===== config.mk =====
export PLATFORM = sky130hd
export DESIGN_NAME = pbo_queue
export DESIGN_NICKNAME = d
export VERILOG_FILES = /design/src/hdl/assert_macros.svh /design/src/hdl/pbo_pkg.sv /design/src/hdl/pbo_queue.sv
export SDC_FILE = /design/constraint.sdc
export NUM_CORES = 1
export LEC_CHECK = 0
export ABC_AREA = 0
export BUFFER_PORTS_ARGS = -buffer_cell sky130_fd_sc_hd__buf_2
export CAP_MARGIN = 20
export CORE_ASPECT_RATIO = 2
export CORE_MARGIN = 3
export CORE_UTILIZATION = 30
export CTS_CLUSTER_SIZE = 30
export DETAILED_ROUTE_END_ITERATION = 7
export SLEW_MARGIN = 20
export SYNTH_ARGS = -nofsm -noshare
export SYNTH_HDL_FRONTEND = slang
export SYNTH_SLANG_ARGS = --single-unit

===== constraint.sdc =====
create_clock -name clk -period 6.84 [get_ports clk]
set_input_delay 1.368 -clock clk [delete_from_list [all_inputs] [get_ports clk]]
set_output_delay 1.368 -clock clk [all_outputs]
set_load 0.01 [all_outputs]

===== src/hdl/assert_macros.svh =====
// Assertion macros used by the oscillator back part.
// Depends on nothing; include by bare file name.
`ifndef ASSERT_MACROS_SVH
`define ASSERT_MACROS_SVH
// Implication checked on every rising clock edge outside reset.
`define ASSERT_IMPL(lbl, clk, rst_n, pre, post) \
    lbl: assert property (@(posedge clk) disable iff (!rst_n) (pre) |-> (post)) \
        else $error("assertion failed");
// Next-cycle implication checked outside reset.
`define ASSERT_NEXT(lbl, clk, rst_n, pre, post) \
    lbl: assert property (@(posedge clk) disable iff (!rst_n) (pre) |=> (post)) \
        else $error("assertion failed");
`endif


===== src/hdl/pbo_pkg.sv =====
// Package for the PolyBLEP oscillator: widths, codes, sine table function.
// Depends on nothing.
package pbo_pkg;
    localparam int PhaseBits = 24;
    localparam int OutBits   = 16;
    localparam int FracBits  = OutBits - 1;
    localparam int TabDepth  = 1024;
    localparam int TabBits   = 10;
    localparam int GainBits  = 16;
    localparam int RatioBits = 30;
    localparam int QDepth    = 2;

    typedef enum logic [1:0] {
        WAVE_SINE   = 2'd0,
        WAVE_SAW    = 2'd1,
        WAVE_SQUARE = 2'd2,
        WAVE_NONE   = 2'd3
    } wave_t;

    // Work item handed from the front part to the back part.
    typedef struct packed {
        logic [PhaseBits-1:0] phase;
        logic [PhaseBits-1:0] step;
        logic [GainBits-1:0]  gain;
        wave_t                wave;
    } job_t;

    typedef enum logic [2:0] {
        ST_IDLE,
        ST_DIV1,
        ST_DIV2,
        ST_MUL,
        ST_OUT
    } bk_state_t;

    // Eight-term Taylor sine in Q1.30, clamped to [0, 1].
    function automatic logic [30:0] sin_q30(input logic [63:0] x);
        logic signed [63:0] sum;
        logic [63:0] term;
        sum  = $signed(x);
        term = x;
        for (int k = 1; k <= 7; k++) begin
            term = (term * x) >> 30;
            term = ((term * x) >> 30) / 64'((2 * k) * (2 * k + 1));
            if (k % 2 == 1)
                sum = sum - $signed(term);
            else
                sum = sum + $signed(term);
        end
        if (sum < 0)
            sum = 0;
        if (sum > 64'sd1073741824)
            sum = 64'sd1073741824;
        return sum[30:0];
    endfunction

    // Table row i: sin(pi/2 * i / depth) rounded to the wave format.
    function automatic logic [FracBits:0] sine_row(input logic [TabBits:0] i);
        logic [63:0] s;
        logic [63:0] v;
        s = 64'(sin_q30((64'd1686629713 * 64'(i)) / 64'(TabDepth)));
        v = (s + (64'd1 << (29 - FracBits))) >> (30 - FracBits);
        if (v > (64'd1 << FracBits))
            v = 64'd1 << FracBits;
        return v[FracBits:0];
    endfunction
endpackage


===== src/hdl/pbo_queue.sv =====
// Short queue between front and back parts.
// Depends on pbo_pkg.
module pbo_queue
    import pbo_pkg::*;
(
    input  logic clk,
    input  logic rst_n,
    input  logic wr_valid,
    output logic wr_ready,
    input  job_t wr_data,
    output logic rd_valid,
    input  logic rd_ready,
    output job_t rd_data
);
    job_t       mem_reg [QDepth];
    logic       wp_reg, rp_reg;
    logic [1:0] cnt_reg;
    logic       wr, rd;

    assign wr_ready = cnt_reg != 2'(QDepth);
    assign rd_valid = cnt_reg != 2'd0;
    assign wr = wr_valid && wr_ready;
    assign rd = rd_valid && rd_ready;
    assign rd_data = mem_reg[rp_reg];

    // Store entry.
    always_ff @(posedge clk)
    begin
        if (wr)
            mem_reg[wp_reg] <= wr_data;
    end

    // Advance pointers.
    always_ff @(posedge clk or negedge rst_n)
    begin
        if (!rst_n)
        begin
            wp_reg  <= 1'b0;
            rp_reg  <= 1'b0;
            cnt_reg <= '0;
        end
        else
        begin
            if (wr)
                wp_reg <= !wp_reg;
            if (rd)
                rp_reg <= !rp_reg;
            cnt_reg <= cnt_reg + 2'(wr) - 2'(rd);
        end
    end
endmodule


* Yosys cells after proc, flatten, opt, wreduce, memory -nomap -nowiden *
Memory sizes are Yosys's and may differ from the RTL's.
Index checks and enable logic that the tools add are counted.

word-level totals
  flip-flop bits (word level) = 4
  RAM bits = 132
  bits of input ports = 70
  word-level logic and storage cells = 14
  memories kept = 1

cells by class
  add/sub/neg operators = 2
  equality and inequality tests = 1
  mux-type cells = 2
  reductions and logical operators = 5

memory list
  name     words  width  read ports  clocked after Yosys merged registers in  write ports  RTL line         source
  mem_reg  2      66     1           0                                        1            pbo_queue.sv:15  job_t mem_reg [QDepth];

operators with widths
  kind                                           count
  2-bit by 1-bit adder with 2-bit output         1
  1-bit logical AND                              2
  1-bit zero test                                2
  1-bit two-way mux                              2
  2-bit inequality test (second input constant)  1
  2-bit nonzero test                             1
  2-bit by 1-bit subtractor with 2-bit output    1

* Logic depth before layout (Yosys ltp) *
Gate-level depths: netlist (run 1).

  depth in word-level cells = 4
  gate-level depth with buffers = 5
  depth with buffers taken out = 5

* Least setup slack after synthesis (run 1) *
Ideal clock, no wire load.

  path kind = input-to-reg
  start = input wr_valid
  end = memory mem_reg[0][0] in the netlist's numbering, enable pin
  setup time = 0.490 ns
  arrival = 4.202 ns
  required time = 6.350 ns
  setup slack = 2.148 ns
  stages = 2
  path buffers = 0
  cells stage by stage = nand2_1 > nor2_1

between the ends
  word-level cells in the longest chain between the ends = 3

RTL lines
  element                                  RTL line         source
  start, declared                          pbo_queue.sv:8   input logic wr_valid,
  1-bit logical AND                        pbo_queue.sv:22  assign wr = wr_valid && wr_ready;
  1-bit two-way mux                        pbo_queue.sv:29  if (wr)
  1-bit two-way mux (implied by the code)  pbo_queue.sv:30  mem_reg[wp_reg] <= wr_data;
  end, declared                            pbo_queue.sv:15

Every way passes these cells.

==> summary.md, run 1 <==
| Metric | Value |
|---|---|
| Status | finished clean |
| Comb pwr share | 0.249 |
| Worst VDD drop | 306 uV |
| Max-slew violation count | 0 |
| CP peak stage delay | around 900 ps |
| Antenna diodes | 0 |
| WHS | 550 ps |
| NetSw | 806 uW |
| Register area | 4070 um2 |
| CTS tree | built |
| Worst min-delay path class | reg2reg |
| Leakage | 0.00244 uW |
| Count of state elements after synthesis | around 140 |
| Internal Pwr Total | ~2200 uW |
| Area of the multi-input gates | ~870 um2 |
| GRT overflow | 0 |
| Port-buffer cells | ~140 |
| Sw Share | 0.272 |
| Crit path to | rd_data[14] |
| Initial DRC Count | between 80 and 90 |
| Reg2Reg Depth | 4 |
| Drt total wl | 10100 um |
| H-tree levels | 4 |
| CTS hold repair buffers | 0 |
| Resize count post-CTS | 0 |
| Worst reg2reg startpoint | cnt_reg[0]$_DFF_PN0_ |
| Final hold vios | 0 |
| Flop pwr share | 0.416 |
| Pwr per Cell Area | between 400 and 500 nW/um2 |
| Worst EP arrival | 2450 ps |
| Setup Viol. Count Final | 0 |
| Number of buffers created by CTS | 17 |
| Die Area | roughly 18000 um2 |
| Cells along the critical path | buf_4 > mux2_2 > buf_2 |
| Die Y | 188 um |
| Rows | 66 |
| Final antenna-violating net count | 0 |
| TritonRoute pass-1 iters | 4 |
| Ports | around 140 |
| CP Class | reg2out |
| Cells after synthesis | around 230 |
| Mapped Area | about 5000 um2 |
| Share of layout cells above drive strength 1 | 0.615 |
| Vias in the first global route | just under 3000 |
| Clock period minus worst slack | approximately 3800 ps |
| Data required time of the worst path | 5470 ps |
| Largest register FFs | 132 |
| Core region area | between 15000 and 20000 um2 |
| Worst-path clk slew | ~60 ps |
| MaxCap Viol Count | 0 |
| Initial core utilization | 0.306 |
| Vias per inst | ~4.4 |
| Clock Power Share | 0.335 |
| Kind of start point of the critical path | flip-flop |
| Fill count | 1519 |
| Root Driver | clkbuf_16 |
| Clk_lat worst skew | roughly 410 ps |
| DRC | 0 |
| DP Wirelength | a little under 7000 um |
| Antenna violations before repair | 3 |
| Setup TNS | 0 ps |
| Syn Area/Cell | 22.0 um2 |
| Post-Synthesis Net Count | roughly 300 |
| Final Skew | between 8 and 9 ps |
| Placed inst area | around 5900 um2 |
| Setup bufs post-CTS | 0 |
| Clock tree buffer depth | 2 |
| Sequential cell area fraction in the yosys report | 0.815 |
| Worst-path fanout max | 34 |
| Clk sinks | ~140 |
| Post-route cell area | between 6000 and 7000 um2 |
| RSZ-0062 raised after global routing | false |
| Synth-to-Final Area Change | 31.5% |
| Tcrit/Tclk final | 0.558 |
| Critical Path Slowest Stage Cell | dfrtp_2 |
| Slew HR | 0.393 |
| Unique cell type count in the Yosys netlist | 19 |
| Synthesis warning total | 0 |
| Worst r2r dst | mem_reg[0][49]$_DFFE_PP_ |
| Pwr Total | 2960 uW |
| Fin nets | 450 |
| Max Freq | 0.262 GHz |
| Largest net degree at the start of global routing | 67 |
| Setup crit start | rp_reg$_DFFE_PN0P_ |
| Tightest Pin Transition | approximately 910 ps |
| WL/cell | 17.0 um |
| Via count | about 2600 |
| Worst Setup End Kind | primary output |
| R2R setup slack | about 4900 ps |
| GPL Wtd Cong | between 0.6 and 0.7 |
| Final core utilization | 0.403 |
| First-pass GRT wire length | between 15000 and 20000 um |
| Die Wd | 97.2 um |
| Global Route Usage Sum | 0.114 |
==> layout make-up <==
| type | count | share of cell area |
|---|---|---|
| Clock buffer | 21 | 0.0702 |
| Sequential cell | 136 | 0.620 |
| Multi-Input combinational cell | 84 | 0.133 |
| Clock inverter | 11 | 0.0298 |
| Timing Repair Buffer | 140 | 0.108 |
| Tap cell | 204 | 0.0389 |
==> critical path, delay by kind of cell, from the launching register on <==
kind     cells  cell delay [ps]
flops        1              900
buf+inv      2              680
mux          1              420
==> per-layer routing <==
metal	share of wire	global-route usage
met3	0.048	0.0356
met4	0.030	0.0687
met1	0.32	0.0993
met2	0.59	0.218
met5	0.0041	0
==> how the worst min path moves through the flow <==
stage / start / end / slack [ps] / cells past startpoint
after global placement: wp_reg$_DFFE_PN0P_ / wp_reg$_DFFE_PN0P_ / 530 / 1
after detailed placement: wp_reg$_DFFE_PN0P_ / wp_reg$_DFFE_PN0P_ / 540 / 1
final: wp_reg$_DFFE_PN0P_ / wp_reg$_DFFE_PN0P_ / 550 / 1
after CTS: wp_reg$_DFFE_PN0P_ / wp_reg$_DFFE_PN0P_ / 550 / 1
after floorplan: wp_reg$_DFFE_PN0P_ / wp_reg$_DFFE_PN0P_ / 460 / 1
after global routing: wp_reg$_DFFE_PN0P_ / wp_reg$_DFFE_PN0P_ / 570 / 1
==> metrics by stage <==
step / std cells / worst slack, ps
floorplan: 227 / 2150
global placement: 564 / 3420
detailed placement: 564 / 3410
CTS: 596 / 2960
global route: 596 / 2860
finish: 596 / 3020
==> cells in the final DEF, fill, tap and decap left out, types with 2 or more instances in the layout <==
| master | Yosys | layout |
|---|---|---|
| nor2_1 | 3 | 2 |
| clkbuf_16 | 0 | 17 |
| clkinv_4 | 0 | 2 |
| bufinv_16 | 0 | 5 |
| edfxtp_1 | 132 | 132 |
| clkinvlp_4 | 0 | 3 |
| xnor2_1 | 3 | 3 |
| clkbuf_8 | 0 | 2 |
| clkbuf_1 | 0 | 2 |
| dfrtp_1 | 4 | 3 |
| buf_4 | 1 | 3 |
| nand2_1 | 2 | 2 |
| buf_2 | 3 | 137 |
| mux2_2 | 66 | 66 |
==> cells by family (layout without fill, tap and decap cells) <==
family / after synthesis / after routing / synth area share
compound gates: 3 / 3 / 0.00477
buf+inv: 7 / 172 / 0.0113
mux: 66 / 66 / 0.149
fa+ha+maj: 1 / 1 / 0.00251
simple gates: 11 / 11 / 0.0120
xor+xnor: 3 / 3 / 0.00527
flops: 136 / 136 / 0.815
==> cell usage after synthesis (all sizes together) <==
library cell,instances,area [um2]
ha,1,12.5
or2,1,6.26
nor2,3,11.3
o21ba,1,10.0
o21ai,1,5.00
xnor2,3,26.3
a311oi,1,8.76
nor4bb,1,10.0
dfrtp,4,100
nor2b,1,6.26
nand3,1,5.00
and3,1,7.51
nand2b,1,6.26
mux2,66,743
edfxtp,132,3960
nand2,2,7.51
buf,7,56.3
==> power by group through the flow <==
stage | registers (uW) | clock network [uW] | logic (uW)
global route | 1260 | 1060 | 804
detailed placement | 1260 | 0 | 759
floorplan | 1200 | 0 | 516
global placement | 1240 | 0 | 752
CTS | 1240 | 1020 | 763
finish | 1230 | 994 | 737
No activity file was read; power rests on OpenSTA's default activity.
==> run 2: changes to the inputs <==
- clock period: 6.84 -> 3.46 ns (I/O delays scaled with it)
==> summary.md, run 2 (same netlist as run 1, synthesis figures left out) <==
| Metric | Value |
|---|---|
| Die Wd | 97.2 um (unchanged) |
| Die Area | 18300 um2 (unchanged) |
| WHS | 81.3 ps (was 550 ps) |
| Die Y | 188 um (unchanged) |
| Worst min-delay path class | in2async (was reg2reg) |
| Post-route cell area | 6530 um2 (was 6560 um2) |
| GRT overflow | 0 (unchanged) |
| Max Freq | roughly 0.41 GHz |
| H-tree levels | 4 (unchanged) |
| Most common cell after layout, fill and taps aside | buf_2 (unchanged) |
| Root Driver | clkbuf_16 (unchanged) |
| Leakage | 0.00243 uW (was 0.00244 uW) |
| Data required time of the worst path | 2770 ps (was 5470 ps) |
| Reg2Reg Depth | 4 (unchanged) |
| RSZ-0062 raised after global routing | false (unchanged) |
| Worst Setup End Kind | primary output (unchanged) |
| CTS hold repair buffers | 0 (unchanged) |
| Tightest Pin Transition | 953 ps (was 910 ps) |
| CP Class | reg2out (unchanged) |
| Max-slew violation count | 0 (unchanged) |
| Initial core utilization | 0.306 (unchanged) |
| Vias per inst | 4.36 (was 4.40) |
| Clk sinks | 136 (unchanged) |
| DP Wirelength | 6440 um (was 6740 um) |
| Commonest non-fill, non-tap cells in the layout | buf_2 (137), edfxtp_1 (132), mux2_2 (66), clkbuf_16 (17) (was buf_2 (137), edfxtp_1 (132), mux2_2 (66), clkbuf_16 (17), bufinv_16 (5)) |
| Setup TNS | 0 ps (unchanged) |
| Slew HR | 0.365 (was 0.393) |
| Via count | 2596 (was 2622) |
| Status | finished clean (unchanged) |
| Worst reg2reg startpoint | cnt_reg[0]$_DFF_PN0_ (unchanged) |
| Setup bufs post-CTS | 0 (unchanged) |
| Area of the multi-input gates | 877 um2 (was 873 um2) |
| First-pass GRT wire length | 14900 um (was 15300 um) |
| Setup Viol. Count Final | 0 (unchanged) |
| Final Skew | 5.92 ps (was 8.95 ps) |
| DRC | 0 (unchanged) |
| Setup crit start | rp_reg$_DFFE_PN0P_ (unchanged) |
| Clock tree buffer depth | 2 (unchanged) |
| Antenna violations before repair | 0 (was 3) |
| Tcrit/Tclk final | 0.707 |
| Largest net degree at the start of global routing | 67 (unchanged) |
| Rows | 66 (unchanged) |
| Initial DRC Count | 99 (was 86) |
| Largest register FFs | 132 (unchanged) |
| Core region area | 16300 um2 (unchanged) |
| WL/cell | 16.2 um (was 17.0 um) |
| Kind of start point of the critical path | flip-flop (unchanged) |
| Placed inst area | 5920 um2 (was 5900 um2) |
| Global Route Usage Sum | 0.109 (was 0.114) |
| Worst VDD drop | 781 uV (was 306 uV) |
| Final antenna-violating net count | 0 (unchanged) |
| Fill count | 1521 (was 1519) |
| Clk_lat worst skew | 410 ps (about the same) |
| Port-buffer cells | 137 (unchanged) |
| Vias in the first global route | 2850 (was 2905) |
| Fin nets | 450 (unchanged) |
| Final hold vios | 0 (unchanged) |
| Worst-path clk slew | 60 ps (about the same) |
| Drt total wl | 9620 um (was 10100 um) |
| Synth-to-Final Area Change | 30.9% (was 31.5%) |
| TritonRoute pass-1 iters | 4 (unchanged) |
| Share of layout cells above drive strength 1 | 0.616 (was 0.615) |
| CTS tree | built (unchanged) |
| GPL Wtd Cong | 0.729 (was 0.681) |
| MaxCap Viol Count | 0 (unchanged) |
| Register area | 4070 um2 (unchanged) |
| Ports | 138 (unchanged) |
| Clock period minus worst slack | 2450 ps |
| Number of buffers created by CTS | 17 (unchanged) |
| Resize count post-CTS | 0 (unchanged) |
| Antenna diodes | 0 (unchanged) |
| Worst EP arrival | 1750 ps (was 2450 ps) |
| Worst-path fanout max | 31 (was 34) |
| Pwr per Cell Area | 880 nW/um2 (was 452 nW/um2) |
[run 2: cell types whose count changed in the layout (fill, tap and decap cells not counted)]
cell        delta
buf_12         +1
clkbuf_8       -2
clkinv_2       +3
buf_4          -1
clkbuf_1       -2
and3_4         +1
clkinvlp_4     +1
and3_2         -1
clkinv_1       +1
clkinv_4       -1
bufinv_16      -1
[run 2: worst paths after layout]
kind                                             to  slack (ps)
max                                     rd_data[33]        1010
min                            cnt_reg[1]$_DFF_PN0_          80
max reg2reg                mem_reg[0][32]$_DFFE_PP_        1510
min reg2reg                      rp_reg$_DFFE_PN0P_         520
max in group asynchronous        rp_reg$_DFFE_PN0P_        3250
min in group clk           mem_reg[0][58]$_DFFE_PP_         470
[run 2: report_power, final]
group	leakage, uW	internal (uW)	switching [uW]
Sequential	0.00127	2260	96.5
Combinational	0.000864	710	845
Clock	0.000288	1190	640
[run 2: critical path, cell delays in order, from the launching register on]
cell,delay (ps)
dfrtp_2,400
buf_4,380
mux2_2,400
buf_2,140
[run 2: per-stage QoR]
step            util  worst slack [ps]  std cells  total power, uW
2_1_floorplan      -               549        227             3380
3_3_place_gp   0.364              1300        564             3950
3_5_place_dp   0.364              1240        564             4010
4_1_cts        0.401               952        595             5870
5_1_grt        0.401               904        595             6050
6_report       0.401              1010        595             5750
[run 2: layer usage]
layer / routed length [um] / share of wire / track usage / vias to the layer above
li1: - / - / - / 1203
met1: 3270 / 0.34 / 0.101 / 1295
met2: 5780 / 0.60 / 0.209 / 85
met3: 369 / 0.038 / 0.0241 / 13
met4: 206 / 0.021 / 0.0676 / 0
met5: 0 / 0 / 0 / -
[run 2: area by class of cell]
cell class	count	area share
Timing Repair Buffer	140	0.110
Sequential cell	136	0.623
Clock buffer	17	0.0652
Clock inverter	14	0.0280
Tap cell	204	0.0391
Multi-Input combinational cell	84	0.134
